`src/sv/ihr_pkg.sv`:
```
// Shared types, constants and the header checksum for the IGMP host responder.
// No dependencies; every other file refers to it by scoped names.
package ihr_pkg;

  // Size of the joined group table
  localparam int unsigned MAX_GROUPS = 4;
  localparam int unsigned IDX_W = (MAX_GROUPS > 1) ? $clog2(MAX_GROUPS) : 1;
  localparam int unsigned CNT_W = $clog2(MAX_GROUPS + 1);

  // Configuration port
  localparam int unsigned CFG_IDX_W  = 3;
  localparam int unsigned CFG_DATA_W = 32;
  localparam logic [CFG_IDX_W-1:0] CFG_GROUP_COUNT = 3'd0;
  localparam logic [CFG_IDX_W-1:0] CFG_GROUP_FIRST = 3'd1;

  // Message constants
  localparam logic [7:0]  QUERY_TYPE  = 8'h11;
  localparam logic [7:0]  REPORT_TYPE = 8'h16;
  localparam logic [7:0]  LEAVE_TYPE  = 8'h17;
  localparam logic [31:0] ALL_ROUTERS = 32'hE000_0002;
  localparam logic [15:0] MIN_LENGTH  = 16'd8;
  localparam logic [3:0]  MCAST_NIB   = 4'hE;

  typedef enum logic [1:0] {
    CMD_RX    = 2'd0,
    CMD_JOIN  = 2'd1,
    CMD_LEAVE = 2'd2,
    CMD_NONE  = 2'd3
  } cmd_e;

  typedef enum logic [1:0] {
    ST_IDLE,
    ST_EVAL,
    ST_ONE,
    ST_SCAN
  } state_e;

  typedef struct packed {
    logic [1:0]  command;
    logic [7:0]  interface_req;
    logic [15:0] msg_length;
    logic [7:0]  msg_type;
    logic [7:0]  msg_max_resp;
    logic [15:0] msg_checksum;
    logic [31:0] group;
  } in_t;

  typedef struct packed {
    logic [7:0]  out_interface;
    logic [31:0] dest_addr;
    logic [7:0]  report_type;
    logic [31:0] report_group;
    logic [15:0] report_checksum;
    logic        status;
    logic        last;
  } out_t;

  // Controller to datapath
  typedef struct packed {
    logic latch_in;    // capture the input item, reset the table index
    logic inc_idx;     // step to the next table entry
    logic load_one;    // load the join/leave result
    logic load_entry;  // load a report for the current table entry
    logic last;        // final result of this item
  } ctl_t;

  // Datapath to controller
  typedef struct packed {
    cmd_e cmd;
    logic query_ok;    // length, checksum and type all good
    logic general;     // general query (group zero)
    logic idx_end;     // index has passed the valid entries
    logic qual;        // current entry gives a report
    logic more;        // a later entry gives a report (general query)
    logic slot_free;   // output register can take a result
  } sts_t;

  function automatic logic is_mcast(logic [31:0] a);
    return a[31:28] == MCAST_NIB;
  endfunction

  // Internet checksum of an 8-byte IGMP header, checksum word taken as zero
  function automatic logic [15:0] hdr_csum(logic [7:0] t, logic [7:0] m, logic [31:0] g);
    logic [17:0] s;
    logic [16:0] f;
    s = {2'd0, t, m} + {2'd0, g[31:16]} + {2'd0, g[15:0]};
    f = {1'b0, s[15:0]} + {15'd0, s[17:16]};
    return ~(f[15:0] + {15'd0, f[16]});
  endfunction

endpackage

```
`src/sv/ihr_ctrl.sv`:
```
// Controller state machine of the IGMP host responder.
// Depends on ihr_pkg; drives the datapath through ihr_pkg::ctl_t.
module ihr_ctrl (
  input  logic          clk_i,
  input  logic          rst_ni,
  input  logic          in_valid_i,
  output logic          in_ready_o,
  input  ihr_pkg::sts_t sts_i,
  output ihr_pkg::ctl_t ctl_o
);

  ihr_pkg::state_e state_q, state_d;

  // State register
  always_ff @(posedge clk_i or negedge rst_ni) begin
    if (!rst_ni) begin
      state_q <= ihr_pkg::ST_IDLE;
    end else begin
      state_q <= state_d;
    end
  end

  // Next state and commands
  always_comb begin
    state_d    = state_q;
    in_ready_o = 1'b0;
    ctl_o      = '0;
    unique case (state_q)
      ihr_pkg::ST_IDLE: begin
        in_ready_o = 1'b1;
        if (in_valid_i) begin
          ctl_o.latch_in = 1'b1;
          state_d        = ihr_pkg::ST_EVAL;
        end
      end
      ihr_pkg::ST_EVAL: begin
        unique case (sts_i.cmd)
          ihr_pkg::CMD_JOIN, ihr_pkg::CMD_LEAVE: state_d = ihr_pkg::ST_ONE;
          ihr_pkg::CMD_RX: begin
            state_d = sts_i.query_ok ? ihr_pkg::ST_SCAN : ihr_pkg::ST_IDLE;
          end
          default: state_d = ihr_pkg::ST_IDLE;
        endcase
      end
      ihr_pkg::ST_ONE: begin
        if (sts_i.slot_free) begin
          ctl_o.load_one = 1'b1;
          ctl_o.last     = 1'b1;
          state_d        = ihr_pkg::ST_IDLE;
        end
      end
      ihr_pkg::ST_SCAN: begin
        // walk the table, one entry per cycle, waiting when the output is full
        priority if (sts_i.idx_end) begin
          state_d = ihr_pkg::ST_IDLE;
        end else if (!sts_i.qual) begin
          ctl_o.inc_idx = 1'b1;
        end else if (sts_i.slot_free) begin
          ctl_o.load_entry = 1'b1;
          ctl_o.last       = !sts_i.general || !sts_i.more;
          if (ctl_o.last) begin
            state_d = ihr_pkg::ST_IDLE;
          end else begin
            ctl_o.inc_idx = 1'b1;
          end
        end
      end
      default: state_d = ihr_pkg::ST_IDLE;
    endcase
  end

endmodule

```
`src/sv/ihr_dp.sv`:
```
// Datapath of the IGMP host responder: group table, input capture, table
// index, checks and the output register. Depends on ihr_pkg.
module ihr_dp (
  input  logic                             clk_i,
  input  logic                             rst_ni,
  input  logic                             cfg_valid_i,
  input  logic [ihr_pkg::CFG_IDX_W-1:0]    cfg_index_i,
  input  logic [ihr_pkg::CFG_DATA_W-1:0]   cfg_data_i,
  input  ihr_pkg::in_t                     in_data_i,
  output logic                             out_valid_o,
  input  logic                             out_ready_i,
  output ihr_pkg::out_t                    out_data_o,
  input  ihr_pkg::ctl_t                    ctl_i,
  output ihr_pkg::sts_t                    sts_o
);

  logic [2:0]                    count_q;
  logic [31:0]                   tab_q [ihr_pkg::MAX_GROUPS];
  ihr_pkg::in_t                  in_q;
  logic [ihr_pkg::CNT_W-1:0]     idx_q;
  ihr_pkg::out_t                 out_q, out_d;
  logic                          out_valid_q;
  logic [ihr_pkg::CNT_W-1:0]     cnt;
  logic [31:0]                   entry;
  logic                          more;

  // Configuration registers
  always_ff @(posedge clk_i or negedge rst_ni) begin
    if (!rst_ni) begin
      count_q <= '0;
      for (int i = 0; i < ihr_pkg::MAX_GROUPS; i++) begin
        tab_q[i] <= '0;
      end
    end else if (cfg_valid_i) begin
      if (cfg_index_i == ihr_pkg::CFG_GROUP_COUNT) begin
        count_q <= cfg_data_i[2:0];
      end
      for (int i = 0; i < ihr_pkg::MAX_GROUPS; i++) begin
        if (cfg_index_i == ihr_pkg::CFG_GROUP_FIRST + ihr_pkg::CFG_IDX_W'(i)) begin
          tab_q[i] <= cfg_data_i;
        end
      end
    end
  end

  // Clamp the entry count to the table size
  assign cnt = ({29'd0, count_q} > 32'(ihr_pkg::MAX_GROUPS))
             ? ihr_pkg::CNT_W'(ihr_pkg::MAX_GROUPS)
             : ihr_pkg::CNT_W'(count_q);

  // Input capture and table index
  always_ff @(posedge clk_i) begin
    if (ctl_i.latch_in) begin
      in_q <= in_data_i;
    end
  end

  always_ff @(posedge clk_i or negedge rst_ni) begin
    if (!rst_ni) begin
      idx_q <= '0;
    end else if (ctl_i.latch_in) begin
      idx_q <= '0;
    end else if (ctl_i.inc_idx) begin
      idx_q <= idx_q + 1'b1;
    end
  end

  assign entry = tab_q[idx_q[ihr_pkg::IDX_W-1:0]];

  // Any later valid entry that is multicast
  always_comb begin
    more = 1'b0;
    for (int j = 0; j < ihr_pkg::MAX_GROUPS; j++) begin
      if (ihr_pkg::CNT_W'(j) > idx_q && ihr_pkg::CNT_W'(j) < cnt
          && ihr_pkg::is_mcast(tab_q[j])) begin
        more = 1'b1;
      end
    end
  end

  // Status to the controller
  always_comb begin
    sts_o.cmd      = ihr_pkg::cmd_e'(in_q.command);
    sts_o.query_ok = (in_q.msg_length >= ihr_pkg::MIN_LENGTH)
                  && (ihr_pkg::hdr_csum(in_q.msg_type, in_q.msg_max_resp, in_q.group)
                      == in_q.msg_checksum)
                  && (in_q.msg_type == ihr_pkg::QUERY_TYPE);
    sts_o.general  = in_q.group == 32'd0;
    sts_o.idx_end  = idx_q >= cnt;
    sts_o.qual     = (idx_q < cnt)
                  && (sts_o.general ? ihr_pkg::is_mcast(entry) : (entry == in_q.group));
    sts_o.more     = more;
    sts_o.slot_free = !out_valid_q || out_ready_i;
  end

  // Result assembly
  always_comb begin
    out_d               = out_q;
    out_d.out_interface = in_q.interface_req;
    out_d.status        = 1'b0;
    out_d.last          = ctl_i.last;
    out_d.report_type   = ihr_pkg::REPORT_TYPE;
    if (ctl_i.load_entry) begin
      out_d.dest_addr    = entry;
      out_d.report_group = entry;
    end else if (!ihr_pkg::is_mcast(in_q.group)) begin
      // rejected join or leave
      out_d.dest_addr    = '0;
      out_d.report_type  = '0;
      out_d.report_group = '0;
      out_d.status       = 1'b1;
    end else if (ihr_pkg::cmd_e'(in_q.command) == ihr_pkg::CMD_LEAVE) begin
      out_d.dest_addr    = ihr_pkg::ALL_ROUTERS;
      out_d.report_type  = ihr_pkg::LEAVE_TYPE;
      out_d.report_group = in_q.group;
    end else begin
      out_d.dest_addr    = in_q.group;
      out_d.report_group = in_q.group;
    end
    out_d.report_checksum = out_d.status ? 16'd0
                          : ihr_pkg::hdr_csum(out_d.report_type, 8'd0, out_d.report_group);
  end

  // Output register
  always_ff @(posedge clk_i) begin
    if (ctl_i.load_one || ctl_i.load_entry) begin
      out_q <= out_d;
    end
  end

  always_ff @(posedge clk_i or negedge rst_ni) begin
    if (!rst_ni) begin
      out_valid_q <= 1'b0;
    end else if (ctl_i.load_one || ctl_i.load_entry) begin
      out_valid_q <= 1'b1;
    end else if (out_ready_i) begin
      out_valid_q <= 1'b0;
    end
  end

  assign out_valid_o = out_valid_q;
  assign out_data_o  = out_q;

endmodule

```
`src/sv/igmp_host_responder_top.sv`:
```
// Flow: an input item is captured, then evaluated, then its first result is loaded
// into the output register once that register is free; a scan steps through the
// table entries and loads a report for each entry that qualifies.
// Throughput: one item at a time; a new item is taken only in the idle state;
// results leave at one per cycle unless the output stalls.
// Reset: asynchronous, active low; clears state, group count and table.
// Top level of the IGMP host responder; depends on ihr_pkg, ihr_ctrl and ihr_dp.
module igmp_host_responder_top (
  input  logic                           clk_i,
  input  logic                           rst_ni,
  input  logic                           cfg_valid_i,
  output logic                           cfg_ready_o,
  input  logic [ihr_pkg::CFG_IDX_W-1:0]  cfg_index_i,
  input  logic [ihr_pkg::CFG_DATA_W-1:0] cfg_data_i,
  input  logic                           in_valid_i,
  output logic                           in_ready_o,
  input  ihr_pkg::in_t                   in_data_i,
  output logic                           out_valid_o,
  input  logic                           out_ready_i,
  output ihr_pkg::out_t                  out_data_o
);

  ihr_pkg::ctl_t ctl;
  ihr_pkg::sts_t sts;

  // configuration writes are always taken
  assign cfg_ready_o = 1'b1;

  ihr_ctrl u_ctrl (
    .clk_i      (clk_i),
    .rst_ni     (rst_ni),
    .in_valid_i (in_valid_i),
    .in_ready_o (in_ready_o),
    .sts_i      (sts),
    .ctl_o      (ctl)
  );

  ihr_dp u_dp (
    .clk_i       (clk_i),
    .rst_ni      (rst_ni),
    .cfg_valid_i (cfg_valid_i),
    .cfg_index_i (cfg_index_i),
    .cfg_data_i  (cfg_data_i),
    .in_data_i   (in_data_i),
    .out_valid_o (out_valid_o),
    .out_ready_i (out_ready_i),
    .out_data_o  (out_data_o),
    .ctl_i       (ctl),
    .sts_o       (sts)
  );

endmodule

```
`config.mk`:
```
export PLATFORM = sky130hd
export DESIGN_NAME = igmp_host_responder_top
export DESIGN_NICKNAME = d
export VERILOG_FILES = /design/src/sv/ihr_pkg.sv /design/src/sv/ihr_ctrl.sv /design/src/sv/ihr_dp.sv /design/src/sv/igmp_host_responder_top.sv
export SDC_FILE = /design/constraint.sdc
export NUM_CORES = 1
export LEC_CHECK = 0
export BUFFER_PORTS_ARGS = -buffer_cell sky130_fd_sc_hd__buf_2
export CORE_MARGIN = 4
export CORE_UTILIZATION = 50
export DETAILED_ROUTE_END_ITERATION = 8
export HOLD_SLACK_MARGIN = 0.1
export PLACE_DENSITY = 0.71
export SETUP_SLACK_MARGIN = 0.5
export SYNTH_ARGS = -nofsm -noshare
export SYNTH_HDL_FRONTEND = slang
export SYNTH_SLANG_ARGS = --single-unit
```
`constraint.sdc`:
```
create_clock -name clk_i -period 18.3 [get_ports clk_i]
set_input_delay 1.83 -clock clk_i [delete_from_list [all_inputs] [get_ports clk_i]]
set_output_delay 1.83 -clock clk_i [all_outputs]
set_load 0.02 [all_outputs]
```
==> Word level (Yosys, flattened, before mapping) <==
Cells that the tools add are included.
{ "word_totals": {"input_bits": 130, "wordCells": 145, "out_inout_bits": 101, "register_bits": 325} }
{ "op_classes": {"n_addsub": 9, "magnitude_cmp": 13, "eq_ne": 23, "muxes": 45, "n_reduce_logical": 30, "n_bitwise": 3} }
{ "op_table": {"columns": ["operator", "n"], "rows": [
  ["$mux W32", 5],
  ["$mux W72", 1],
  ["$bmux W32 S2", 1],
  ["$add A18 B16 Y18", 2],
  ["$add A16 B16 Y17", 2],
  ["$add A16 B2 Y17", 2],
  ["$add A16 B1 Y16", 2],
  ["$eq A32 B32 Y1", 1],
  ["$logic_not A32 Y1", 1],
  ["$not A16 Y16", 2],
  ["$eq A4 B4 Y1 const B", 6],
  ["$mux W1", 21],
  ["$mux W2", 10],
  ["$eq A16 B16 Y1", 1],
  ["$ge A16 B4 Y1 const B", 1],
  ["$logic_and A1 B1 Y1", 11],
  ["$reduce_and A2 Y1", 5],
  ["$mux W3", 3],
  ["$eq A8 B5 Y1 const B", 1],
  ["$mux W8", 1],
  ["$pmux W2 S4", 1],
  ["$eq A2 B2 Y1 const B", 3],
  ["$eq A3 B2 Y1 const B", 2],
  ["$gt A1 B3 Y1 const A", 2],
  ["other kinds (24)", 36]
]} }

==> Logic depth before layout (Yosys ltp) <==
Gate-level depths: netlist of the first run.
{ "logic_depth": {"depth_word": 21, "mapped_depth": 42} }

==> By module <==
From an unflattened synthesis of the first run, not the netlist that was laid out.
{ "hier_totals": {"cells_unflattened": 1298, "hier_area_um2": 16985.0} }
{ "by_module_without_submodules": {"columns": ["module", "cells_each", "area_per_inst_um2", "n_inst"], "rows": [
  ["ihr_dp", 1266, 16743.6, 1],
  ["ihr_ctrl", 30, 230.2, 1],
  ["igmp_host_responder_top", 2, 11.3, 1]
]} }

==> Worst setup path before layout of the first run <==
Ideal clock, no wire load.
{ "synth_path": {"path_type": "register -> register", "from": "register u_dp.idx_q[0] in the netlist's numbering", "to": "register u_dp.out_q, in the netlist u_dp.out_data_o[15], data pin", "path_buffers": 6, "setup_ns": 0.266, "t_arrival_ns": 8.994, "stages_incl_launch_ff": 39, "path_slack_ns": 9.040, "period_less_slack_ns": 9.260, "required_ns": 18.034, "path_cell_list": "dfrtp_1 buf_2 buf_2 mux4_2 xnor2_1 nand4_1 nor4_1 a31oi_1 nor3_1 buf_2 buf_1 clkbuf_1 nand2_1 nand2_1 ha_1 fa_1 ha_1 clkbuf_1 [3 not listed] a31oi_1 o21bai_1 a21oi_1 xnor2_1 ha_1 fa_1 and2_1 nand4_2 or4b_2 nor3_1 ha_1 nand4_1 or3_1 or4_4 or4b_4 nor2_1 xor2_1 nor2_1"} }
{ "synth_rtl": {"columns": ["item", "line", "text"], "rows": [
  ["start, declared", "ihr_dp.sv:20", "logic [ihr_pkg::CNT_W-1:0] idx_q;"],
  ["start signal, assigned", "ihr_dp.sv:64", "idx_q <= idx_q + 1'b1;"],
  ["end signal, assigned", "ihr_dp.sv:127", "out_q <= out_d;"],
  ["end, declared", "ihr_dp.sv:21", "ihr_pkg::out_t out_q, out_d;"]
]} }

==> results.json, run 1 <==
{
  "cts-buffers-inserted": 34,
  "drt-initial-drc-count": 936,
  "hpwl_um": 32330,
  "grt_pass1_wl_um": 64740,
  "setup_violations": 0,
  "wl_um": 42810,
  "ys_top_cells_by_area": "edfxtp_1, dfrtp_1, mux2_2",
  "grt_max_degree": 92,
  "synth_top_area_cell": "edfxtp_1",
  "gp_congestion": 0.9010,
  "min_period_ns": 10.58,
  "drc": 0,
  "clk_pin_slew_ns": 0.06,
  "synthArstFlopShare_pct": 43.35,
  "ant_nets": 0,
  "fin_skew_ns": 0.01861,
  "finalCritPeriodShare_pct": 57.82,
  "hp-class": "flip-flop to flip-flop",
  "synth_most_common_cell": "edfxtp_1",
  "cp.arrival_ns": 10.86,
  "crit_type": "flip-flop to flip-flop",
  "critPathMaxFanout": 38,
  "grt_use_met3_pct": 3.546,
  "crit_path_start": "u_dp.idx_q[0]",
  "globalRouteMet2Util_pct": 35.80,
  "power.density_nw_per_um2": 147.1,
  "critPathBufInv": 3,
  "grt_pass1_vias": 11490,
  "drive_gt1_share_pct": 29.37,
  "netlist.area_leader.share_pct": 31.58,
  "numPortBuffers": 222,
  "die_y_um": 192.5,
  "dieArea_um2": 37060,
  "slew_violations": 0,
  "postCtsSetupRepairBufs": 0,
  "viasPerCell": 5.738,
  "ios": 231,
  "antenna_found_initial": 2,
  "hp-start": "u_dp.in_q[87]",
  "cts_tree": "yes",
  "tightest_slew_ns": 1.134,
  "gr-total-overflow": 0,
  "leakage_nw": 8.123,
  "core_um2": 33530,
  "avgSynthCellArea_um2": 12.27,
  "wl_per_cell_um": 20.50,
  "finalSetupTns_ns": 0,
  "cts_hold_repair.buffers": 0,
  "ys_ff_latch": 316,
  "ys_types": 82,
  "ctsHtreeMaxLevel": 2,
  "cts_resized": 0,
  "dr.pass1.iters": 5,
  "grt-busiest-layer": "met2",
  "start_kind": "flip-flop",
  "start_util_pct": 50.76,
  "synth-edff-count": 179,
  "drv_cap": 0,
  "whs_ns": 0.4261,
  "netlist_instances": 1387,
  "rsz0062_at_grt": "no",
  "yosysWarnings": 0,
  "end_kind": "flip-flop",
  "path_delay_family": "simple AND/OR/NAND/NOR gates",
  "crit_path_top_delay_cell": "or4b_2",
  "numClockSinks": 316,
  "synth_area_um2": 17020,
  "cts_buffer_depth": 3,
  "nNetsFinal": 1819,
  "synthTopCellsByCount": "edfxtp_1, dfrtp_1, mux2_2, nand2_1, xnor2_1",
  "vias": 11980,
  "ys_seq_area_share_pct": 51.72,
  "required_ns": 18.58,
  "worstSkewPairLatency_ns": 0.53,
  "row_count": 67,
  "hold_viol_final": 0,
  "max_stage_delay_ns": 0.71,
  "status": "complete, no violations",
  "area.growth.synth_to_final_pct": 16.11,
  "grt.total_usage_pct": 22.56,
  "synth-main-ff-cell": "edfxtp_1",
  "fmax_mhz": 94.50,
  "r2r_start": "u_dp.idx_q[0]",
  "peakVddDrop_mv": 0.08728,
  "die_x_um": 192.5,
  "cts_root_buffer": "clkbuf_16",
  "maxSlewHeadroom_pct": 24.37,
  "grtUsageMet1_pct": 31.58
}
cell usage in the layout (no fill, tap or decap), drive strengths merged, types with 7 or more instances in the layout:
| cell type | n |
|---|---|
| o21ai | 60 |
| xor2 | 31 |
| nor4 | 20 |
| edfxtp | 179 |
| or3 | 11 |
| mux2 | 132 |
| and3 | 7 |
| inv | 49 |
| mux4 | 32 |
| nand4 | 30 |
| clkbuf | 45 |
| xnor2 | 90 |
| dfrtp | 137 |
| or4 | 7 |
| or2 | 8 |
| o21bai | 8 |
| nor3 | 29 |
| buf | 233 |
| and2 | 13 |
| nand2b | 9 |
| nand3 | 20 |
| nand2 | 128 |
| nor2 | 68 |
| a21oi | 47 |
| ha | 68 |
| nor2b | 15 |
| a21o | 23 |
registers in the layout, summed over array words and instances, names as in the netlist:
| name | cells |
|---|---|
| u_dp.idx_q | 3 |
| u_ctrl.state_q | 2 |
| u_dp.sts_o | 2 |
| u_dp.count_q | 3 |
| u_dp.in_q | 85 |
| u_dp.out_valid_o | 1 |
| u_dp.out_data_o | 92 |
| u_dp.tab_q | 128 |
area by class of cell:
cell class,count,area [um^2]
Multi-Input combinational cell,985,7889
Antenna cell,2,5.005
Fill cell,2798,13770
Sequential cell,316,8806
Clock buffer,45,912.1
Inverter,45,168.9
Clock inverter,14,225.2
Tap cell,448,560.5
Timing Repair Buffer,233,1196
power by group:
part           total [mW]  internal [mW]  switching [mW]
logic                1.19          0.488           0.706
clock network       0.696          0.414           0.282
registers            1.02          0.925          0.0919
total                2.91           1.83            1.08
worst reg2reg max path, delay by kind of cell (launching register included):
kind / cells / cell delay [ns]
compound gates: 6 / 1.39
xor+xnor: 2 / 0.45
mux: 1 / 0.67
fa+ha+maj: 5 / 1.72
buf+inv: 3 / 1.18
flops: 1 / 0.34
simple gates: 16 / 4.59
layer usage:
metal | vias to the layer above | part of all wire, %
met5 | - | 0.030
met2 | 380 | 46
met4 | 2 | 4.0
li1 | 5640 | -
met1 | 5863 | 44
met3 | 95 | 6.1
through the flow:
stage	util, %	instances	setup WS, ns	power [mW]	cell area [um^2]
after floorplan	-	1390	9.040	1.901	17030
after detailed placement	55.53	2027	7.631	2.208	18620
after global placement	55.53	2027	7.731	2.181	18620
final	58.94	2088	7.718	2.907	19760
after global routing	58.93	2087	7.149	3.090	19760
after CTS	58.92	2086	7.618	2.916	19760
kinds of logic after synthesis:
group           after synthesis  share of synthesized area, %
simple gates                397                         12.17
flops                       316                         51.72
compound gates              222                         8.740
mux                         164                         12.97
xor+xnor                    123                         6.491
buf+inv                      89                         2.161
fa+ha+maj                    74                         5.704
other cells                   2                       0.04412
final timing paths:
check / slack, ns / end / cells after the start
setup / recovery: 7.72 / u_dp.out_data_o[15] / 33
hold / removal: 0.43 / u_dp.out_data_o[97] / 0
setup reg to reg: 7.72 / u_dp.out_data_o[15] / 33
hold reg to reg: 0.43 / u_dp.out_data_o[97] / 0
max in group asynchronous: 15.45 / u_dp.tab_q[48] / 2
min in group asynchronous: 1.32 / u_dp.tab_q[58] / 1
(Power assumes the default switching activity.)
==> run 2, diff against run 1 <==
--- a/config.mk
+++ b/config.mk
@@ -10,7 +10,7 @@
 export CORE_UTILIZATION = 50
 export DETAILED_ROUTE_END_ITERATION = 8
 export HOLD_SLACK_MARGIN = 0.1
-export PLACE_DENSITY = 0.71
+export PLACE_DENSITY = 0.74
 export SETUP_SLACK_MARGIN = 0.5
 export SYNTH_ARGS = -nofsm -noshare
 export SYNTH_HDL_FRONTEND = slang
==> constraint.sdc (replaced) <==
create_clock -name clk_i -period 9.6 [get_ports clk_i]
set_input_delay 0.96 -clock clk_i [delete_from_list [all_inputs] [get_ports clk_i]]
set_output_delay 0.96 -clock clk_i [all_outputs]
set_load 0.02 [all_outputs]
==> run 2 against run 1 <==
Die area did not move; wire length rose by 4.6%; clock power rose by 88%; non-clock buffer count rose by 61; first-iteration DRC count rose by 8.9%; total power rose by 95%; setup slack got worse by 6.9 ns; clock-buffer cell count fell by 2; worst hold slack got worse by 0.0062 ns.
==> results.json, run 2 (same netlist as run 1, synthesis figures left out) <==
{
  "status": "complete, no violations",
  "numPortBuffers": 222,
  "maxSlewHeadroom_pct": 28.17,
  "hp-class": "flip-flop to flip-flop",
  "r2r_slack_ns": 0.84,
  "ant_nets": 0,
  "viasPerCell": 5.815,
  "die_y_um": 192.5,
  "hold_viol_final": 0,
  "max_stage_delay_ns": 0.59,
  "crit_type": "flip-flop to flip-flop",
  "drive_gt1_share_pct": 34.20,
  "wl_per_cell_um": 20.85,
  "critPathMaxFanout": 8,
  "ctsHtreeMaxLevel": 2,
  "final_cell_mix": "buf_2, edfxtp_1, dfrtp_1",
  "grt.total_usage_pct": 23.81,
  "grt_max_degree": 88,
  "numClockSinks": 316,
  "tightest_slew_ns": 1.077,
  "p_total_mw": 5.671,
  "cts_hold_repair.buffers": 0,
  "finalCritPeriodShare_pct": 91.29,
  "vias": 12480,
  "drc": 0,
  "ios": 231,
  "gr-total-overflow": 0,
  "end_kind": "flip-flop",
  "path_delay_family": "simple AND/OR/NAND/NOR gates",
  "clk_pin_slew_ns": 0.06,
  "peakVddDrop_mv": 0.1500,
  "dr.pass1.iters": 5,
  "dieArea_um2": 37060,
  "cts_tree": "yes",
  "fin_skew_ns": 0.01809,
  "fillerInstances": 2621,
  "critPathBufInv": 3,
  "power.density_nw_per_um2": 276.0,
  "area.growth.synth_to_final_pct": 20.72,
  "rsz0062_at_grt": "no",
  "core_um2": 33530,
  "wl_um": 44760,
  "cts-buffers-inserted": 35,
  "slew_violations": 0,
  "required_ns": 9.87,
  "nNetsFinal": 1881,
  "cp_num_cells": 33,
  "hp-start": "u_dp.in_q[82]",
  "drt-initial-drc-count": 1019,
  "cts_buffer_depth": 3,
  "drv_cap": 0,
  "fmax_mhz": 114.1,
  "hold-path-endpoint": "u_dp.out_data_o[92]",
  "worstSkewPairLatency_ns": 0.54,
  "grt_pass1_wl_um": 68350,
  "die_x_um": 192.5,
  "whs_ns": 0.4199,
  "cpMostUsedCell": "ha_1",
  "reg2reg_to": "u_dp.out_data_o[15]",
  "gp_congestion": 0.9355,
  "row_count": 67,
  "final_area_um2": 20550,
  "min_period_ns": 8.764,
  "start_util_pct": 50.76,
  "fin_cells": 2147,
  "r2r_start": "u_dp.idx_q[0]",
  "largest_reg_flops": 128,
  "setup_violations": 0,
  "diodes": 0,
  "leakage_nw": 8.580,
  "cp.arrival_ns": 9.04,
  "grt_pass1_vias": 12340,
  "post-place-cells": 2064,
  "antenna_found_initial": 2,
  "worstRegToRegCells": 33,
  "start_kind": "flip-flop",
  "regMostFlops": "u_dp.tab_q",
  "hpwl_um": 33380,
  "crit_path_top_delay_cell": "mux4_2",
  "cts_root_buffer": "clkbuf_16",
  "post_dp_cell_area_um2": 18940,
  "finalSetupTns_ns": 0,
  "final_common_cell": "buf_2",
  "hold_path_depth": 0
}
run 2: changes by cell type in the layout (fill, tap and decap cells not counted), sizes merged:
cell    before  now
bufinv       4    3
clkbuf      45   44
clkinv       4    9
diode        2    0
inv         49   47
buf        233  293
run 2: layout make-up:
type / count / area (um^2) / area share (%)
Clock buffer: 43 / 925.9 / 4.506
Clock inverter: 16 / 198.9 / 0.9682
Inverter: 45 / 168.9 / 0.8220
Multi-Input combinational cell: 985 / 8173 / 39.77
Sequential cell: 316 / 8805 / 42.85
Tap cell: 448 / 560.5 / 2.728
Timing Repair Buffer: 294 / 1717 / 8.354
run 2: worst max path at each step:
| stage | start | to |
|---|---|---|
| global route | u_dp.in_q[16] | u_ctrl.state_q[1] |
| floorplan | u_dp.idx_q[0] | u_dp.out_data_o[15] |
| global placement | u_dp.idx_q[0] | u_dp.out_data_o[15] |
| detailed placement | u_dp.idx_q[0] | u_dp.out_data_o[15] |
| finish | u_dp.idx_q[0] | u_dp.out_data_o[15] |
| CTS | u_dp.idx_q[0] | u_dp.out_data_o[15] |
run 2: worst register-to-register path: cells and delay by family (launching register included):
kind                       cells  cell delay [ns]
AOI/OAI and AO/OA              5             0.91
xor gates and xnor gates       4             0.75
adders and majority gates      5             1.17
buffers and inverters          3             0.50
DFF                            1             0.52
muxes                          1             0.60
and+or+nand+nor               15             4.04
run 2: metrics by stage:
step,setup slack [ns],utilization [%]
after global routing,0.4318,61.28
after detailed placement,0.2044,56.48
final,0.8360,61.28
after floorplan,0.5630,-
after global placement,0.3358,56.48
after CTS,0.5059,60.11
run 2: power by group:
| part | internal, mW | leakage, nW | switching, mW |
|---|---|---|---|
| sequential | 1.76 | 3.32 | 0.180 |
| combinational | 1.02 | 4.72 | 1.40 |
| clock | 0.772 | 0.541 | 0.536 |
run 2: timing repair:
action / CTS / global route
resized for setup: 11 / 44
pin swaps: 0 / 24
hold endpoints to repair: 0 / 0
buffers inserted: 4 / 19
gates cloned: 0 / 1
setup endpoints to repair: 7 / 8
run 2: layer usage:
metal  track usage, %  wire length (um)
met5                0                26
met4            10.09              2234
met1            32.20             18770
met3            4.215              2873
met2            38.16             20860
